===== src/rtl/core/mlfs_pkg.sv =====
`timescale 1ns / 1ps
// ----------------------------------------------------------------------------
// mlfs_pkg
// Shared types and constants of the three-level feedback queue scheduler:
// field widths, opcodes, result status codes, register indexes and the
// command and status bundles between controller and datapath.
// ----------------------------------------------------------------------------
package mlfs_pkg;

   // default sizing
   localparam int MAX_PROCS_DEF   = 4;
   localparam int BURST_WIDTH_DEF = 16;

   // scheduling structure
   localparam int NUM_LEVELS      = 3;
   localparam int BURSTS_PER_PROC = 3;
   localparam int LAST_BURST      = 2;

   // port field widths
   localparam int OPCODE_W    = 1;
   localparam int SLOT_ID_W   = 2;
   localparam int IN_BURST_W  = 16;
   localparam int STATUS_W    = 3;
   localparam int LEVEL_W     = 2;
   localparam int REMAIN_W    = 16;
   localparam int ACTIVE_W    = 3;
   localparam int QUANTUM_W   = 8;
   localparam int CSR_INDEX_W = 2;

   // burst index held beside the bursts of a slot
   localparam int IDX_W = 2;

   // quantum per level after reset, top level first
   localparam logic [QUANTUM_W-1:0] QUANTUM_RESET [NUM_LEVELS] = '{8'd1, 8'd2, 8'd4};

   // opcodes
   localparam logic [OPCODE_W-1:0] OP_LOAD = 1'b0;
   localparam logic [OPCODE_W-1:0] OP_RUN  = 1'b1;

   // configuration register indexes
   localparam logic [CSR_INDEX_W-1:0] CSR_QUANTUM_L1 = 2'd0;
   localparam logic [CSR_INDEX_W-1:0] CSR_QUANTUM_L2 = 2'd1;
   localparam logic [CSR_INDEX_W-1:0] CSR_QUANTUM_L3 = 2'd2;

   // queue level numbering inside the core (0 is the highest priority)
   localparam logic [LEVEL_W-1:0] LVL_TOP    = 2'd0;
   localparam logic [LEVEL_W-1:0] LVL_BOTTOM = 2'd2;

   // result status
   typedef enum logic [STATUS_W-1:0] {
      ST_LOADED          = 3'd0,
      ST_SLOT_BUSY       = 3'd1,
      ST_IDLE            = 3'd2,
      ST_QUANTUM_EXPIRED = 3'd3,
      ST_BURST_DONE      = 3'd4,
      ST_PROC_DONE       = 3'd5
   } status_type;

   // controller to datapath
   typedef struct packed {
      logic idle;      // controller waiting for a beat, queue head read enabled
      logic accept;    // request beat taken this cycle
      logic burst_rd;  // read the burst row of the popped slot
      logic commit;    // update state and load the result register
   } ctrl_cmd_type;

   // datapath to controller
   typedef struct packed {
      logic req_run;       // offered request is a run
      logic queues_empty;  // no process waiting at any level
      logic out_free;      // result register can take a new beat
   } dp_status_type;

endpackage


===== src/rtl/core/mlfs_ram.sv =====
`timescale 1ns / 1ps
// ----------------------------------------------------------------------------
// mlfs_ram
// Generic simple dual-port RAM: one write port, one read port with a
// registered read that holds its data while the read enable is low.
// ----------------------------------------------------------------------------
module mlfs_ram #(
   parameter int WIDTH  = 8,
   parameter int DEPTH  = 4,
   parameter int ADDR_W = $clog2(DEPTH)
) (
   input  logic              clock,
   input  logic              wr_en,
   input  logic [ADDR_W-1:0] wr_addr,
   input  logic [WIDTH-1:0]  wr_data,
   input  logic              rd_en,
   input  logic [ADDR_W-1:0] rd_addr,
   output logic [WIDTH-1:0]  rd_data
);

   logic [WIDTH-1:0] mem_ff [DEPTH];
   logic [WIDTH-1:0] rd_data_ff;

   // storage array and registered read
   always_ff @(posedge clock) begin
      if (wr_en) begin
         mem_ff[wr_addr] <= wr_data;
      end
      if (rd_en) begin
         rd_data_ff <= mem_ff[rd_addr];
      end
   end

   assign rd_data = rd_data_ff;

endmodule


===== src/rtl/core/mlfs_ctrl.sv =====
`timescale 1ns / 1ps
// ----------------------------------------------------------------------------
// mlfs_ctrl
// Sequencer of the scheduler: takes a request beat, runs the burst fetch for
// a run request that finds a process queued and commits the update once the
// result register is free.
module mlfs_ctrl
   import mlfs_pkg::*;
(
   input  logic          clock,
   input  logic          reset,
   input  logic          req_valid,
   output logic          req_stall,
   input  dp_status_type stat,
   output ctrl_cmd_type  cmd
);

   typedef enum logic [2:0] {
      S_IDLE  = 3'b001,
      S_FETCH = 3'b010,
      S_EXEC  = 3'b100
   } state_type;

   state_type state_ff;
   state_type state_in;

   // next state and commands
   always_comb begin
      state_in     = state_ff;
      cmd          = '0;
      case (state_ff)
         S_IDLE: begin
            cmd.idle   = 1'b1;
            cmd.accept = req_valid;
            if (req_valid) begin
               // a run with something queued needs the burst row first
               if (stat.req_run && !stat.queues_empty) begin
                  state_in = S_FETCH;
               end else begin
                  state_in = S_EXEC;
               end
            end
         end
         S_FETCH: begin
            cmd.burst_rd = 1'b1;
            state_in     = S_EXEC;
         end
         S_EXEC: begin
            if (stat.out_free) begin
               cmd.commit = 1'b1;
               state_in   = S_IDLE;
            end
         end
         default: begin
            state_in = S_IDLE;
         end
      endcase
   end

   assign req_stall = (state_ff != S_IDLE);

   // state register
   always_ff @(posedge clock) begin
      if (reset) begin
         state_ff <= S_IDLE;
      end else begin
         state_ff <= state_in;
      end
   end

endmodule


===== src/rtl/core/mlfs_datapath.sv =====
`timescale 1ns / 1ps
// ----------------------------------------------------------------------------
// mlfs_datapath
// Process and queue state of the scheduler: quantum registers, slot valid
// bits, per-level FIFO pointers, burst row RAM, queue RAM and the result
// register.
// ----------------------------------------------------------------------------
module mlfs_datapath
   import mlfs_pkg::*;
#(
   parameter int MAX_PROCS   = MAX_PROCS_DEF,
   parameter int BURST_WIDTH = BURST_WIDTH_DEF
) (
   input  logic                   clock,
   input  logic                   reset,
   input  ctrl_cmd_type           cmd,
   output dp_status_type          stat,
   input  logic [OPCODE_W-1:0]    req_opcode,
   input  logic [SLOT_ID_W-1:0]   req_slot_id,
   input  logic [IN_BURST_W-1:0]  req_first_burst,
   input  logic [IN_BURST_W-1:0]  req_second_burst,
   input  logic [IN_BURST_W-1:0]  req_third_burst,
   output logic                   rsp_valid,
   input  logic                   rsp_stall,
   output logic [STATUS_W-1:0]    rsp_status,
   output logic [SLOT_ID_W-1:0]   rsp_served_slot,
   output logic [LEVEL_W-1:0]     rsp_served_level,
   output logic [LEVEL_W-1:0]     rsp_new_level,
   output logic [REMAIN_W-1:0]    rsp_remaining,
   output logic [ACTIVE_W-1:0]    rsp_active_count,
   input  logic                   csr_valid,
   output logic                   csr_ready,
   input  logic [CSR_INDEX_W-1:0] csr_index,
   input  logic [QUANTUM_W-1:0]   csr_data
);

   localparam int SLOT_W  = $clog2(MAX_PROCS);
   localparam int CNT_W   = $clog2(MAX_PROCS + 1);
   localparam int QDEPTH  = NUM_LEVELS * MAX_PROCS;
   localparam int QADDR_W = $clog2(QDEPTH);
   localparam int ROW_W   = BURSTS_PER_PROC * BURST_WIDTH + IDX_W;
   localparam int CMP_W   = (BURST_WIDTH > QUANTUM_W) ? BURST_WIDTH : QUANTUM_W;

   // configuration
   logic [QUANTUM_W-1:0]   quantum_ff [NUM_LEVELS];
   logic [QUANTUM_W-1:0]   quantum_in [NUM_LEVELS];

   // captured request
   logic                   req_run_ff, req_run_in;
   logic [SLOT_ID_W-1:0]   req_slot_ff, req_slot_in;
   logic [BURST_WIDTH-1:0] req_burst_ff [BURSTS_PER_PROC];
   logic [BURST_WIDTH-1:0] req_burst_in [BURSTS_PER_PROC];

   // slot and queue state
   logic [MAX_PROCS-1:0]   slot_valid_ff, slot_valid_in;
   logic [CNT_W-1:0]       active_ff, active_in;
   logic [SLOT_W-1:0]      q_head_ff [NUM_LEVELS];
   logic [SLOT_W-1:0]      q_head_in [NUM_LEVELS];
   logic [CNT_W-1:0]       q_count_ff [NUM_LEVELS];
   logic [CNT_W-1:0]       q_count_in [NUM_LEVELS];

   // result register
   logic                   rsp_valid_ff, rsp_valid_in;
   logic [STATUS_W-1:0]    rsp_status_ff, rsp_status_in;
   logic [SLOT_ID_W-1:0]   rsp_slot_ff, rsp_slot_in;
   logic [LEVEL_W-1:0]     rsp_served_ff, rsp_served_in;
   logic [LEVEL_W-1:0]     rsp_new_ff, rsp_new_in;
   logic [REMAIN_W-1:0]    rsp_rem_ff, rsp_rem_in;
   logic [ACTIVE_W-1:0]    rsp_active_ff, rsp_active_in;

   // per-level queue helpers
   logic [SLOT_W:0]        tail_sum [NUM_LEVELS];
   logic [SLOT_W-1:0]      tail_pos [NUM_LEVELS];
   logic [SLOT_W-1:0]      head_inc [NUM_LEVELS];
   logic [NUM_LEVELS-1:0]  nonempty;
   logic [NUM_LEVELS-1:0]  not_full;
   logic [LEVEL_W-1:0]     sel_lvl;

   // RAM ports
   logic [SLOT_W-1:0]      q_rdata;
   logic [QADDR_W-1:0]     q_rd_addr, q_wr_addr;
   logic                   q_we;
   logic [ROW_W-1:0]       b_rdata, b_wdata;
   logic                   b_we;

   // item evaluation
   logic [SLOT_W-1:0]      cur_slot;
   logic                   slot_in_range;
   logic                   load_ok;
   logic [IDX_W-1:0]       idx_raw, bi;
   logic [BURST_WIDTH-1:0] cur_burst, rem;
   logic [CMP_W-1:0]       b_ext, q_ext;
   logic [ROW_W-1:0]       upd_row;
   logic                   do_pop, do_push, do_load, do_retire, row_we;
   logic [LEVEL_W-1:0]     push_lvl;
   status_type             status;

   // configuration write port, always ready; writes come only when idle is a rule for the user, not enforced here
   assign csr_ready = 1'b1;

   always_comb begin
      for (int l = 0; l < NUM_LEVELS; l++) begin
         quantum_in[l] = quantum_ff[l];
      end
      if (csr_valid && csr_ready) begin
         case (csr_index)
            CSR_QUANTUM_L1: quantum_in[0] = csr_data;
            CSR_QUANTUM_L2: quantum_in[1] = csr_data;
            CSR_QUANTUM_L3: quantum_in[2] = csr_data;
            default: ;
         endcase
      end
   end

   // request capture
   always_comb begin
      req_run_in  = req_run_ff;
      req_slot_in = req_slot_ff;
      for (int k = 0; k < BURSTS_PER_PROC; k++) begin
         req_burst_in[k] = req_burst_ff[k];
      end
      if (cmd.accept) begin
         req_run_in      = (req_opcode == OP_RUN);
         req_slot_in     = req_slot_id;
         req_burst_in[0] = BURST_WIDTH'(req_first_burst);
         req_burst_in[1] = BURST_WIDTH'(req_second_burst);
         req_burst_in[2] = BURST_WIDTH'(req_third_burst);
      end
   end

   // per-level fifo pointers: tail position, next head, occupancy flags
   always_comb begin
      for (int l = 0; l < NUM_LEVELS; l++) begin
         tail_sum[l] = (SLOT_W + 1)'(q_head_ff[l]) + (SLOT_W + 1)'(q_count_ff[l]);
         if (tail_sum[l] >= (SLOT_W + 1)'(MAX_PROCS)) begin
            tail_pos[l] = SLOT_W'(tail_sum[l] - (SLOT_W + 1)'(MAX_PROCS));
         end else begin
            tail_pos[l] = SLOT_W'(tail_sum[l]);
         end
         if (q_head_ff[l] == SLOT_W'(MAX_PROCS - 1)) begin
            head_inc[l] = '0;
         end else begin
            head_inc[l] = q_head_ff[l] + SLOT_W'(1);
         end
         nonempty[l] = (q_count_ff[l] != '0);
         not_full[l] = (q_count_ff[l] < CNT_W'(MAX_PROCS));
      end
   end

   // highest non-empty level
   always_comb begin
      sel_lvl = LVL_BOTTOM;
      for (int l = NUM_LEVELS - 1; l >= 0; l--) begin
         if (nonempty[l]) begin
            sel_lvl = LEVEL_W'(l);
         end
      end
   end

   assign stat.req_run      = (req_opcode == OP_RUN);
   assign stat.queues_empty = ~|nonempty;
   assign stat.out_free     = !rsp_valid_ff || !rsp_stall;

   // queue RAM: head of the selected level is read while waiting for a beat
   assign q_rd_addr = QADDR_W'(sel_lvl) * QADDR_W'(MAX_PROCS) + QADDR_W'(q_head_ff[sel_lvl]);
   assign q_wr_addr = QADDR_W'(push_lvl) * QADDR_W'(MAX_PROCS) + QADDR_W'(tail_pos[push_lvl]);
   assign q_we      = cmd.commit && do_push;

   mlfs_ram #(
      .WIDTH  (SLOT_W),
      .DEPTH  (QDEPTH),
      .ADDR_W (QADDR_W)
   ) u_queue_ram (
      .clock   (clock),
      .wr_en   (q_we),
      .wr_addr (q_wr_addr),
      .wr_data (cur_slot),
      .rd_en   (cmd.idle),
      .rd_addr (q_rd_addr),
      .rd_data (q_rdata)
   );

   // burst row RAM: three bursts and the burst index of each slot
   assign cur_slot = req_run_ff ? q_rdata : SLOT_W'(req_slot_ff);
   assign b_we     = cmd.commit && row_we;

   mlfs_ram #(
      .WIDTH  (ROW_W),
      .DEPTH  (MAX_PROCS),
      .ADDR_W (SLOT_W)
   ) u_burst_ram (
      .clock   (clock),
      .wr_en   (b_we),
      .wr_addr (cur_slot),
      .wr_data (b_wdata),
      .rd_en   (cmd.burst_rd),
      .rd_addr (cur_slot),
      .rd_data (b_rdata)
   );

   // quantum subtraction on the current burst, saturating at zero
   assign slot_in_range = (32'(req_slot_ff) < 32'(MAX_PROCS));
   assign load_ok       = slot_in_range && !slot_valid_ff[SLOT_W'(req_slot_ff)];
   assign idx_raw       = b_rdata[ROW_W-1 -: IDX_W];
   assign bi            = (idx_raw > IDX_W'(LAST_BURST)) ? IDX_W'(LAST_BURST) : idx_raw;
   assign cur_burst     = b_rdata[32'(bi) * BURST_WIDTH +: BURST_WIDTH];
   assign b_ext         = CMP_W'(cur_burst);
   assign q_ext         = CMP_W'(quantum_ff[sel_lvl]);
   assign rem           = (b_ext > q_ext) ? BURST_WIDTH'(b_ext - q_ext) : '0;

   // decide the outcome of the item and the result fields
   always_comb begin
      do_pop        = 1'b0;
      do_push       = 1'b0;
      do_load       = 1'b0;
      do_retire     = 1'b0;
      row_we        = 1'b0;
      push_lvl      = LVL_TOP;
      status        = ST_IDLE;
      rsp_slot_in   = '0;
      rsp_served_in = LEVEL_W'(1);
      rsp_new_in    = LEVEL_W'(1);
      rsp_rem_in    = '0;
      upd_row       = b_rdata;
      upd_row[32'(bi) * BURST_WIDTH +: BURST_WIDTH] = rem;
      b_wdata       = upd_row;
      if (!req_run_ff) begin
         rsp_slot_in = req_slot_ff;
         if (load_ok) begin
            status  = ST_LOADED;
            do_load = 1'b1;
            row_we  = 1'b1;
            do_push = not_full[LVL_TOP];
            b_wdata = '0;
            for (int k = 0; k < BURSTS_PER_PROC; k++) begin
               b_wdata[k * BURST_WIDTH +: BURST_WIDTH] = req_burst_ff[k];
            end
            rsp_rem_in = REMAIN_W'(req_burst_ff[0]);
         end else begin
            status = ST_SLOT_BUSY;
         end
      end else if (!stat.queues_empty) begin
         do_pop        = 1'b1;
         row_we        = 1'b1;
         rsp_slot_in   = SLOT_ID_W'(q_rdata);
         rsp_served_in = sel_lvl + LEVEL_W'(1);
         rsp_rem_in    = REMAIN_W'(rem);
         push_lvl      = sel_lvl;
         if (rem != '0) begin
            // quantum used up: drop one level unless already at the bottom
            status = ST_QUANTUM_EXPIRED;
            if (sel_lvl != LVL_BOTTOM) begin
               push_lvl = sel_lvl + LEVEL_W'(1);
            end
            do_push = (push_lvl == sel_lvl) || not_full[push_lvl];
         end else if (bi >= IDX_W'(LAST_BURST)) begin
            // last burst finished: free the slot
            status    = ST_PROC_DONE;
            do_retire = 1'b1;
         end else begin
            // burst finished: next burst, rise one level unless already at the top
            status = ST_BURST_DONE;
            upd_row[ROW_W-1 -: IDX_W] = bi + IDX_W'(1);
            b_wdata = upd_row;
            if (sel_lvl != LVL_TOP) begin
               push_lvl = sel_lvl - LEVEL_W'(1);
            end
            do_push = (push_lvl == sel_lvl) || not_full[push_lvl];
         end
         rsp_new_in = push_lvl + LEVEL_W'(1);
      end
   end

   // queue pointer, slot valid and active count updates
   always_comb begin
      slot_valid_in = slot_valid_ff;
      active_in     = active_ff;
      for (int l = 0; l < NUM_LEVELS; l++) begin
         q_head_in[l]  = q_head_ff[l];
         q_count_in[l] = q_count_ff[l];
         if (cmd.commit) begin
            if (do_pop && (sel_lvl == LEVEL_W'(l))) begin
               q_head_in[l] = head_inc[l];
               if (!(do_push && (push_lvl == LEVEL_W'(l)))) begin
                  q_count_in[l] = q_count_ff[l] - CNT_W'(1);
               end
            end else if (do_push && (push_lvl == LEVEL_W'(l))) begin
               q_count_in[l] = q_count_ff[l] + CNT_W'(1);
            end
         end
      end
      if (cmd.commit && do_load) begin
         slot_valid_in[cur_slot] = 1'b1;
         active_in               = active_ff + CNT_W'(1);
      end
      if (cmd.commit && do_retire) begin
         slot_valid_in[cur_slot] = 1'b0;
         active_in               = active_ff - CNT_W'(1);
      end
   end

   // result register
   always_comb begin
      rsp_valid_in  = rsp_valid_ff;
      rsp_status_in = rsp_status_ff;
      rsp_active_in = rsp_active_ff;
      if (cmd.commit) begin
         rsp_valid_in  = 1'b1;
         rsp_status_in = status;
         rsp_active_in = ACTIVE_W'(active_in);
      end else if (!rsp_stall) begin
         rsp_valid_in = 1'b0;
      end
   end

   // control state
   always_ff @(posedge clock) begin
      if (reset) begin
         rsp_valid_ff  <= 1'b0;
         slot_valid_ff <= '0;
         active_ff     <= '0;
         for (int l = 0; l < NUM_LEVELS; l++) begin
            quantum_ff[l] <= QUANTUM_RESET[l];
            q_head_ff[l]  <= '0;
            q_count_ff[l] <= '0;
         end
      end else begin
         rsp_valid_ff  <= rsp_valid_in;
         slot_valid_ff <= slot_valid_in;
         active_ff     <= active_in;
         for (int l = 0; l < NUM_LEVELS; l++) begin
            quantum_ff[l] <= quantum_in[l];
            q_head_ff[l]  <= q_head_in[l];
            q_count_ff[l] <= q_count_in[l];
         end
      end
   end

   // payload registers
   always_ff @(posedge clock) begin
      req_run_ff    <= req_run_in;
      req_slot_ff   <= req_slot_in;
      for (int k = 0; k < BURSTS_PER_PROC; k++) begin
         req_burst_ff[k] <= req_burst_in[k];
      end
      rsp_status_ff <= rsp_status_in;
      rsp_active_ff <= rsp_active_in;
      if (cmd.commit) begin
         rsp_slot_ff   <= rsp_slot_in;
         rsp_served_ff <= rsp_served_in;
         rsp_new_ff    <= rsp_new_in;
         rsp_rem_ff    <= rsp_rem_in;
      end
   end

   assign rsp_valid        = rsp_valid_ff;
   assign rsp_status       = rsp_status_ff;
   assign rsp_served_slot  = rsp_slot_ff;
   assign rsp_served_level = rsp_served_ff;
   assign rsp_new_level    = rsp_new_ff;
   assign rsp_remaining    = rsp_rem_ff;
   assign rsp_active_count = rsp_active_ff;

endmodule


===== src/rtl/core/multilevel_feedback_scheduler_core.sv =====
`timescale 1ns / 1ps
// ----------------------------------------------------------------------------
// multilevel_feedback_scheduler_core
// Usage:
//   req_*  : request beats (load a process into a slot, or run one quantum),
//            taken when req_valid is high and req_stall low.
//   rsp_*  : one result beat per request, taken when rsp_valid is high and
//            rsp_stall low; the beat holds steady while stalled.
//   csr_*  : quantum registers of levels 1 to 3, indexes 0 to 2, written
//            when csr_valid and csr_ready are high; only while idle.
// Sequence: a load, or a run with every queue empty, is committed to the
// result register once it is free; a run that serves a process first takes
// the registered read of the slot's burst row.
// No new request is taken until the last one is committed, as the queue
// RAM read, burst RAM read and commit are done one after the other.
// A new request is taken while the last result still waits at rsp_*; if
// the receiver keeps stalling, the commit of the next item waits for it.
// Reset: synchronous, active high; quanta return to 1, 2 and 4, all slots
// are free and all queues empty. The RAMs are not cleared.
// ----------------------------------------------------------------------------
module multilevel_feedback_scheduler_core
   import mlfs_pkg::*;
#(
   parameter int MAX_PROCS   = MAX_PROCS_DEF,
   parameter int BURST_WIDTH = BURST_WIDTH_DEF
) (
   input  logic                   clock,
   input  logic                   reset,
   input  logic                   req_valid,
   output logic                   req_stall,
   input  logic [OPCODE_W-1:0]    req_opcode,
   input  logic [SLOT_ID_W-1:0]   req_slot_id,
   input  logic [IN_BURST_W-1:0]  req_first_burst,
   input  logic [IN_BURST_W-1:0]  req_second_burst,
   input  logic [IN_BURST_W-1:0]  req_third_burst,
   output logic                   rsp_valid,
   input  logic                   rsp_stall,
   output logic [STATUS_W-1:0]    rsp_status,
   output logic [SLOT_ID_W-1:0]   rsp_served_slot,
   output logic [LEVEL_W-1:0]     rsp_served_level,
   output logic [LEVEL_W-1:0]     rsp_new_level,
   output logic [REMAIN_W-1:0]    rsp_remaining,
   output logic [ACTIVE_W-1:0]    rsp_active_count,
   input  logic                   csr_valid,
   output logic                   csr_ready,
   input  logic [CSR_INDEX_W-1:0] csr_index,
   input  logic [QUANTUM_W-1:0]   csr_data
);

   ctrl_cmd_type  cmd;
   dp_status_type stat;

   // sequencer
   mlfs_ctrl u_ctrl (
      .clock     (clock),
      .reset     (reset),
      .req_valid (req_valid),
      .req_stall (req_stall),
      .stat      (stat),
      .cmd       (cmd)
   );

   // state and result datapath
   mlfs_datapath #(
      .MAX_PROCS   (MAX_PROCS),
      .BURST_WIDTH (BURST_WIDTH)
   ) u_datapath (
      .clock            (clock),
      .reset            (reset),
      .cmd              (cmd),
      .stat             (stat),
      .req_opcode       (req_opcode),
      .req_slot_id      (req_slot_id),
      .req_first_burst  (req_first_burst),
      .req_second_burst (req_second_burst),
      .req_third_burst  (req_third_burst),
      .rsp_valid        (rsp_valid),
      .rsp_stall        (rsp_stall),
      .rsp_status       (rsp_status),
      .rsp_served_slot  (rsp_served_slot),
      .rsp_served_level (rsp_served_level),
      .rsp_new_level    (rsp_new_level),
      .rsp_remaining    (rsp_remaining),
      .rsp_active_count (rsp_active_count),
      .csr_valid        (csr_valid),
      .csr_ready        (csr_ready),
      .csr_index        (csr_index),
      .csr_data         (csr_data)
   );

`ifndef SYNTHESIS
   // the block is busy in the cycle after an accepted beat
   a_busy_after_accept: assert property (@(posedge clock) disable iff (reset)
      (req_valid && !req_stall) |=> req_stall)
      else $error("request taken back to back");

   // every commit presents a result beat
   a_commit_gives_beat: assert property (@(posedge clock) disable iff (reset)
      cmd.commit |=> rsp_valid)
      else $error("commit without result beat");

   // commit only with room in the result register
   a_commit_room: assert property (@(posedge clock) disable iff (reset)
      cmd.commit |-> stat.out_free)
      else $error("result overwritten while stalled");

   // status code stays within the defined set
   a_status_range: assert property (@(posedge clock) disable iff (reset)
      rsp_valid |-> (rsp_status <= ST_PROC_DONE))
      else $error("undefined status code");
`endif

endmodule

===== config.mk =====
export PLATFORM = sky130hd
export DESIGN_NAME = multilevel_feedback_scheduler_core
export DESIGN_NICKNAME = d
export VERILOG_FILES = /design/src/rtl/core/mlfs_pkg.sv /design/src/rtl/core/mlfs_ram.sv /design/src/rtl/core/mlfs_ctrl.sv /design/src/rtl/core/mlfs_datapath.sv /design/src/rtl/core/multilevel_feedback_scheduler_core.sv
export SDC_FILE = /design/constraint.sdc
export NUM_CORES = 1
export LEC_CHECK = 0
export BUFFER_PORTS_ARGS = -buffer_cell sky130_fd_sc_hd__buf_2
export CAP_MARGIN = 20
export CORE_MARGIN = 4
export CORE_UTILIZATION = 55
export DETAILED_ROUTE_END_ITERATION = 10
export PLACE_DENSITY = 0.73
export SLEW_MARGIN = 10
export SYNTH_ARGS = -nofsm -noshare
export SYNTH_HDL_FRONTEND = slang
export SYNTH_SLANG_ARGS = --single-unit

===== constraint.sdc =====
create_clock -name clock -period 17.2 [get_ports clock]
set_input_delay 2.58 -clock clock [delete_from_list [all_inputs] [get_ports clock]]
set_output_delay 2.58 -clock clock [all_outputs]
set_load 0.02 [all_outputs]

Word-level counts from Yosys, hierarchy flattened
Memory sizes are Yosys's and may differ from the RTL's. A register that Yosys moved wholly into a read port is not among the register bits.
Cells that the tools add are included.
{ "op_classes": {"muxes": 120, "n_shift": 3, "eq_ne": 25, "n_reduce_logical": 31, "n_lt_le_gt_ge": 15, "bitwise_logic": 13, "add_sub_neg": 25} }
{ "ops": {"columns": ["cell", "count"], "rows": [
  ["two-way mux 50 bit", 5],
  ["two-way mux 2 bit", 39],
  ["two-way mux 3 bit", 23],
  ["two-way mux 16 bit", 4],
  ["bitwise mux 50 bit", 1],
  ["variable shift 16 x 34 -> 50 bit (first input constant)", 1],
  ["indexed part select 16 x 34 -> 50 bit", 1],
  ["indexed part select 50 x 7 -> 16 bit", 1],
  ["two-way mux 48 bit", 1],
  ["two-way mux 8 bit", 6],
  ["negation 6 -> 34 bit", 1],
  ["two-way mux 1 bit", 32],
  ["two-way mux 24 bit", 1],
  ["> comparator 16 x 8 -> 1 bit", 1],
  ["nonzero test 16 bit", 1],
  ["subtractor 16 x 8 -> 16 bit", 1],
  ["adder 2 x 1 -> 2 bit (second input constant)", 6],
  ["adder 3 x 1 -> 3 bit (second input constant)", 4],
  ["== test 2 bit (second input constant)", 6],
  [">= comparator 3 bit (second input constant)", 4],
  ["logical AND 1 bit", 12],
  ["less-than comparator 2 x 3 -> 1 bit (second input constant)", 4],
  ["inequality test 2 bit (second input constant)", 6],
  ["subtractor 3 x 1 -> 3 bit (second input constant)", 4],
  ["33 further kinds", 67]
]} }
{ "word_totals": {"elab_cells": 250, "memories": 6, "ramBits": 311, "output_inout_bits": 31, "register_bits": 42} }
{ "memory_table": {"columns": ["memory", "depth", "width", "rd", "rd_clocked_by_memory_dff", "write_ports", "line_no", "rtl"], "rows": [
  ["u_datapath.u_burst_ram.mem_ff", 4, 50, 1, 1, 1, "mlfs_ram.sv:21", "logic [WIDTH-1:0] mem_ff [DEPTH];"],
  ["u_datapath.req_burst_ff", 3, 16, 3, 0, 3, "mlfs_datapath.sv:51", "logic [BURST_WIDTH-1:0] req_burst_ff [BURSTS_PER_PROC];"],
  ["u_datapath.quantum_ff", 3, 8, 1, 0, 3, "mlfs_datapath.sv:45", "logic [QUANTUM_W-1:0] quantum_ff [NUM_LEVELS];"],
  ["u_datapath.u_queue_ram.mem_ff", 12, 2, 1, 1, 1, "mlfs_ram.sv:21", null],
  ["u_datapath.q_count_ff", 3, 3, 3, 0, 3, "mlfs_datapath.sv:59", "logic [CNT_W-1:0] q_count_ff [NUM_LEVELS];"],
  ["u_datapath.q_head_ff", 3, 2, 4, 0, 3, "mlfs_datapath.sv:57", "logic [SLOT_W-1:0] q_head_ff [NUM_LEVELS];"]
]} }

Longest topological paths before layout
An unclocked memory read counts as a cell.
{ "logic_depth": {"word_depth": 23, "depth_mapped": 22} }

Modules after synthesis
Synthesis repeated with hierarchy kept, for this count alone.
{ "unflattened": {"cells_unflattened": 1185, "hier_area_um2": 17478.0} }
{ "by_module_without_submodules": {"columns": ["mod", "seq_area_each_um2", "area_per_inst_um2", "cells_per_inst", "instances"], "rows": [
  ["mlfs_ram at u_datapath.u_burst_ram", 7507.2, 8804.7, 316, 1],
  ["mlfs_datapath", 3553.4, 7432.1, 796, 1],
  ["mlfs_ram at u_datapath.u_queue_ram", 780.7, 1076.0, 55, 1],
  ["mlfs_ctrl", 60.1, 165.2, 18, 1]
]} }

Least setup slack after synthesis
No wires, ideal clock.
{ "synth_path": {"path_kind": "input to register", "startpoint": "in rsp_stall", "endpoint": "mem u_datapath.u_burst_ram.mem_ff[0][0] (netlist name), enable pin", "cell_stages": 5, "setup_slack_ns": 9.990, "arrival_time_ns": 6.691, "t_required_ns": 16.681, "n_path_buf": 0, "setup_time_ns": 0.519, "cell_sequence": "nand2_1 > nand3_1 > nor2_1 > nor2_1 > nor3_1"} }
{ "synth_between": {"elab_chain_len": 7} }
{ "synth_rtl": {"columns": ["element", "line_no", "rtl"], "rows": [
  ["start: declaration", "multilevel_feedback_scheduler_core.sv:37", "input logic rsp_stall,"],
  ["logical NOT 1 bit", "mlfs_datapath.sv:162", "assign stat.out_free = !rsp_valid_ff || !rsp_stall;"],
  ["logical OR 1 bit", "mlfs_datapath.sv:162", null],
  ["two-way mux 1 bit", "mlfs_ctrl.sv:49", "if (stat.out_free) begin"],
  ["two-way mux 1 bit", "mlfs_ctrl.sv:31", "case (state_ff)"],
  ["logical AND 1 bit", "mlfs_datapath.sv:185", "assign b_we = cmd.commit && row_we;"],
  ["two-way mux 1 bit", "mlfs_ram.sv:26", "if (wr_en) begin"],
  ["two-way mux 1 bit (not written as such)", "mlfs_ram.sv:27", "mem_ff[wr_addr] <= wr_data;"],
  ["end: declaration", "mlfs_ram.sv:21", null]
]} }
Every way passes these cells.

Final worst setup path
{ "layout_path": {"startpoint": "reg u_datapath.u_burst_ram.rd_data_ff[48] (netlist: u_datapath.u_burst_ram.rd_data[48]), read port of u_datapath.u_burst_ram.mem_ff", "endpoint": "mem u_datapath.u_queue_ram.mem_ff[0][1] (netlist name), enable pin"} }
{ "layout_between": {"elab_chain_len": 16, "elab_cells_between_ends": 26} }
{ "layout_rtl": {"columns": ["element", "line_no", "rtl"], "rows": [
  ["start: declaration", "mlfs_ram.sv:22", "logic [WIDTH-1:0] rd_data_ff;"],
  ["> comparator 2 bit", "mlfs_datapath.sv:205", "assign bi = (idx_raw > IDX_W'(LAST_BURST)) ? IDX_W'(LAST_BURST) : idx_raw;"],
  ["two-way mux 2 bit", "mlfs_datapath.sv:205", null],
  ["indexed part select 50 x 7 -> 16 bit", "mlfs_datapath.sv:206", "assign cur_burst = b_rdata[32'(bi) * BURST_WIDTH +: BURST_WIDTH];"],
  ["subtractor 16 x 8 -> 16 bit / > comparator 16 x 8 -> 1 bit (equally long branches)", "mlfs_datapath.sv:209", "assign rem = (b_ext > q_ext) ? BURST_WIDTH'(b_ext - q_ext) : '0;"],
  ["two-way mux 16 bit", "mlfs_datapath.sv:209", null],
  ["nonzero test 16 bit", "mlfs_datapath.sv:249", "if (rem != '0) begin"],
  ["two-way mux 2 bit", "mlfs_datapath.sv:249", null],
  ["two-way mux 2 bit", "mlfs_datapath.sv:242", "end else if (!stat.queues_empty) begin"],
  ["two-way mux 2 bit", "mlfs_datapath.sv:227", "if (!req_run_ff) begin"],
  ["two-way mux 2 bit", "mlfs_datapath.sv:242", null],
  ["two-way mux 2 bit", "mlfs_datapath.sv:227", null],
  ["NOT 2 -> 3 bit (not written as such)", "mlfs_datapath.sv:166", "assign q_wr_addr = QADDR_W'(push_lvl) * QADDR_W'(MAX_PROCS) + QADDR_W'(tail_pos[push_lvl]);"],
  ["binary-select mux 2 bit (select 2 bit)", "mlfs_datapath.sv:166", null],
  ["two-way mux 2 bit (not written as such) (2 in a row)", "mlfs_datapath.sv:166", null],
  ["adder 4 x 2 -> 4 bit", "mlfs_datapath.sv:166", null],
  ["end: declaration", "mlfs_ram.sv:21", null]
]} }
Several ways; a longest one is shown, not always the timed one. The select of a mux whose other input is x is not followed.

==> summary.md <==
| Metric | Value |
|---|---|
| Stage delay of the slowest cell on the critical path | `1.03 ns` |
| Die Footprint | `34800 sq um` |
| Data arrival at the endpoint of the critical path | `5.95 ns` |
| Crit Path Max Fanout | `21` |
| Critical Path Sink Type | `register` |
| Post-synthesis cell area | `17500 sq um` |
| Via count of the first global-routing pass | `11.2k` |
| H-tree levels | `2` |
| DRT Pass-1 Iters | `5` |
| Final worst clock skew | `0.0170 ns` |
| Maximum clock frequency | `174 MHz` |
| Worst Tran Pin Value | `1.09 ns` |
| Seq. cell area | `11900 sq um` |
| TritonCTS buffer count | `42` |
| Maximum number of pins on one net before global-route repair | `94` |
| Worst vdd rail ir drop | `0.0972 mV` |
| Global-route wire length before repair | `64300 um` |
| Max Transition Viols Final | `0` |
| Kind of cell adding the most delay to the critical path | `compound AO/OA/AOI/OAI gates` |
| Total area of multi-input combinational cells | `5250 sq um` |
| Setup slack of the most critical reg-to-reg path | `11.45 ns` |
| WP depth | `16` |
| Critical Path Sink | `u_datapath.u_queue_ram.mem_ff[0][1]` |
| DP Wirelength | `27200 um` |
| Number of antenna violations at the first check in global routing | `3` |
| Area Growth Syn to Fin | `12.7%` |
| Post-CTS Hold Buffers | `0` |
| Per-instance average area after synthesis | `12.3 sq um` |
| Most frequent cells in the layout | `sky130_fd_sc_hd__edfxtp_1 (379), sky130_fd_sc_hd__nand2_1 (302), sky130_fd_sc_hd__buf_2 (95)` |
| Synthesized Nets | `1509` |
| Number of hold violations in the final report | `0` |
| WHS | `0.510 ns` |
| Core region area | `31500 sq um` |
| Total of max-cap violations | `0` |
| Leakage power total | `7.26 nW` |
| Post-synth top flop | `sky130_fd_sc_hd__edfxtp_1` |
| Critical-path top delay cell | `sky130_fd_sc_hd__edfxtp_1` |
| Number of nets still failing antenna checks after routing | `0` |
| Result of the run | `complete, no violations` |
| Clock sink count | `405` |
| Count of filler cells inserted in the layout | `2357` |
| Launching instance or port of the critical path | `u_datapath.u_burst_ram.rd_data[48]` |
| Share of cells above drive strength 1 | `0.147` |
| CP Cell Sequence | `mux2i_1 -> nor2_1 -> a21oi_1 -> ha_1 -> inv_1 -> fa_1 -> a211o_1 -> o211a_1 -> a21oi_2 -> o2111ai_1 -> nor2_1 -> o2111a_2 -> and3_4 -> mux2_4 -> a221o_1 -> nor3_1` |
| Post-route clock period utilization | `0.334` |
| Setup repair after global routing missed its margin | `no` |
| Number of buffer and inverter stages on the critical path | `1` |
| Placer's final routability congestion estimate | `0.900` |
| Reg-to-reg critical path endpoint | `u_datapath.u_queue_ram.mem_ff[0][1]` |
| Most prevalent standard cell on the critical path | `sky130_fd_sc_hd__nor2_1` |
| Accumulated negative setup slack | `0 ns` |
| Worst flop-to-flop path startpoint | `u_datapath.u_burst_ram.rd_data[48]` |
| Clock edge transition at the registers on the reported setup and hold paths | `0.06 ns` |
| Setup crit start kind | `register` |
| Grt ovf | `0` |
| Count of unresolved DRC violations after routing | `0` |
| Chip width | `186 um` |
| Number of storage elements in the synthesis netlist | `405` |
| TritonCTS clock tree | `yes` |
| Pwr Density | `115 nW/um^2` |
| Total Wirelength | `42100 um` |
| Number of enable flip-flop cells after synthesis | `379` |
| Post-CTS setup-driven buffer insertion count | `0` |
| Number of endpoints failing setup at the final stage | `0` |
| Post-Synthesis Cells | `1423` |
| Post-cts repair resize count | `0` |
| Synthesis warning total | `0` |
| Max-slew headroom at the worst pin | `0.274` |
| Vias per Instance | `5.91` |
| Req. time, crit path | `17.40 ns` |
| Total number of vias | `11.5k` |
| Number of input and output port buffers inserted | `95` |
| Critical path type | `register to register` |
| Worst min-delay path class | `register to register` |
| Root buffer selected by CTS | `sky130_fd_sc_hd__clkbuf_16` |
| Number of buffers between clock root and the deepest sink | `3` |
| Proportion of synthesized chip area in sequential cells | `0.680` |
| Total routing usage reported by global routing | `0.236` |
| First DRT Iteration DRCs | `1333` |
| Average wire per standard cell | `21.7 um` |
| Skew-Pair Late Insertion Delay | `0.54 ns` |
| Boundary Pins | `97` |
| Final critical-path required period | `5.75 ns` |
| Async set or reset register ratio after synthesis | `0` |
| Depth of the most critical reg-to-reg path | `16` |
| Number of nets in the final layout | `1594` |
| Count of cell types in the netlist | `75` |
| Vertical extent of the die | `186 um` |
| Initial Util | `0.556` |
| Number of cell rows | `65` |
| Commonest non-fill, non-tap cell in the layout | `sky130_fd_sc_hd__edfxtp_1` |
[worst min-delay path by stage]
| stage | from | to | depth (start not counted) | slack [ns] |
|---|---|---|---|---|
| 2_1_floorplan | u_datapath.q_head_ff[1][1] | u_datapath.q_head_ff[1][1] | 2 | 0.48 |
| 3_3_place_gp | u_datapath.q_head_ff[1][1] | u_datapath.q_head_ff[1][1] | 2 | 0.50 |
| 3_5_place_dp | u_datapath.q_head_ff[0][1] | u_datapath.q_head_ff[0][1] | 2 | 0.50 |
| 4_1_cts | u_datapath.q_head_ff[1][1] | u_datapath.q_head_ff[1][1] | 2 | 0.51 |
| 5_1_grt | u_datapath.q_head_ff[0][1] | u_datapath.q_head_ff[0][1] | 2 | 0.53 |
| 6_report | u_datapath.q_head_ff[1][1] | u_datapath.q_head_ff[1][1] | 2 | 0.51 |
[through the flow]
| step | setup WS [ns] | cells | total power [mW] | cell area [sq um] | util |
|---|---|---|---|---|---|
| 3_5_place_dp | 11.54 | 1866 | 1.42 | 18400 | 0.585 |
| 5_1_grt | 11.09 | 1943 | 2.35 | 19700 | 0.627 |
| 3_3_place_gp | 11.65 | 1866 | 1.42 | 18400 | 0.585 |
| 4_1_cts | 11.49 | 1943 | 2.27 | 19700 | 0.627 |
| 6_report | 11.45 | 1944 | 2.26 | 19700 | 0.627 |
| 2_1_floorplan | 9.99 | 1423 | 1.33 | 17500 | - |
[flip-flops by register name (all words and copies together), names as in the netlist, 4 cells and up]
register / flops
u_datapath.q_count_ff: 9
u_datapath.q_head_ff: 6
u_datapath.quantum_ff: 24
u_datapath.req_burst_ff: 48
u_datapath.rsp_remaining: 16
u_datapath.slot_valid_ff: 4
u_datapath.u_burst_ram.mem_ff: 200
u_datapath.u_burst_ram.rd_data: 50
u_datapath.u_queue_ram.mem_ff: 24
[cell type report]
class                      instances  area share
clock inverter                    24     0.00977
timing repair buffer             118      0.0329
antenna                            1    0.000127
tap                              402      0.0255
clock buffer                      53      0.0565
sequential                       405       0.603
multi-input combinational        910       0.266
inverter                          31     0.00596
[power breakdown]
part	internal, mW	switching [mW]
sequential	1.12	0.0102
clock	0.493	0.367
combinational	0.0807	0.191
[kinds of logic after synthesis]
| family | synth area share |
|---|---|
| AOI/OAI and AO/OA | 0.0953 |
| xor gates and xnor gates | 0.0100 |
| adders and majority gates | 0.0160 |
| buffers and inverters | 0.0240 |
| DFF | 0.680 |
| muxes | 0.0398 |
| other | 0.000214 |
| and+or+nand+nor | 0.135 |
[per-layer routing]
metal	part of all wire	routed length (um)	global-route usage
met1	0.42	17700	0.331
met2	0.48	20000	0.383
met3	0.073	3090	0.0393
met4	0.031	1290	0.0745
met5	0.00052	22	0
[tightest hold or removal path: stages (launching register included)]
cell	delay [ns]
sky130_fd_sc_hd__dfxtp_1	0.34
sky130_fd_sc_hd__nand2_1	0.06
sky130_fd_sc_hd__a21oi_1	0.06
[cells in the mapped netlist (all sizes together) (9+ instances only)]
master / n / area (sq um)
a21oi: 78 / 394
a31oi: 56 / 357
and2: 14 / 87.6
and3: 52 / 330
buf: 12 / 60.1
clkbuf: 65 / 244
dfxtp: 26 / 521
edfxtp: 379 / 11400
ha: 16 / 200
inv: 31 / 116
mux2: 14 / 176
mux2i: 42 / 453
nand2: 302 / 1130
nand3: 14 / 80.1
nor2: 91 / 342
nor3: 29 / 150
o21ai: 80 / 404
xnor2: 11 / 96.3
xor2: 9 / 78.8
Power figures use the tool's default switching activity.
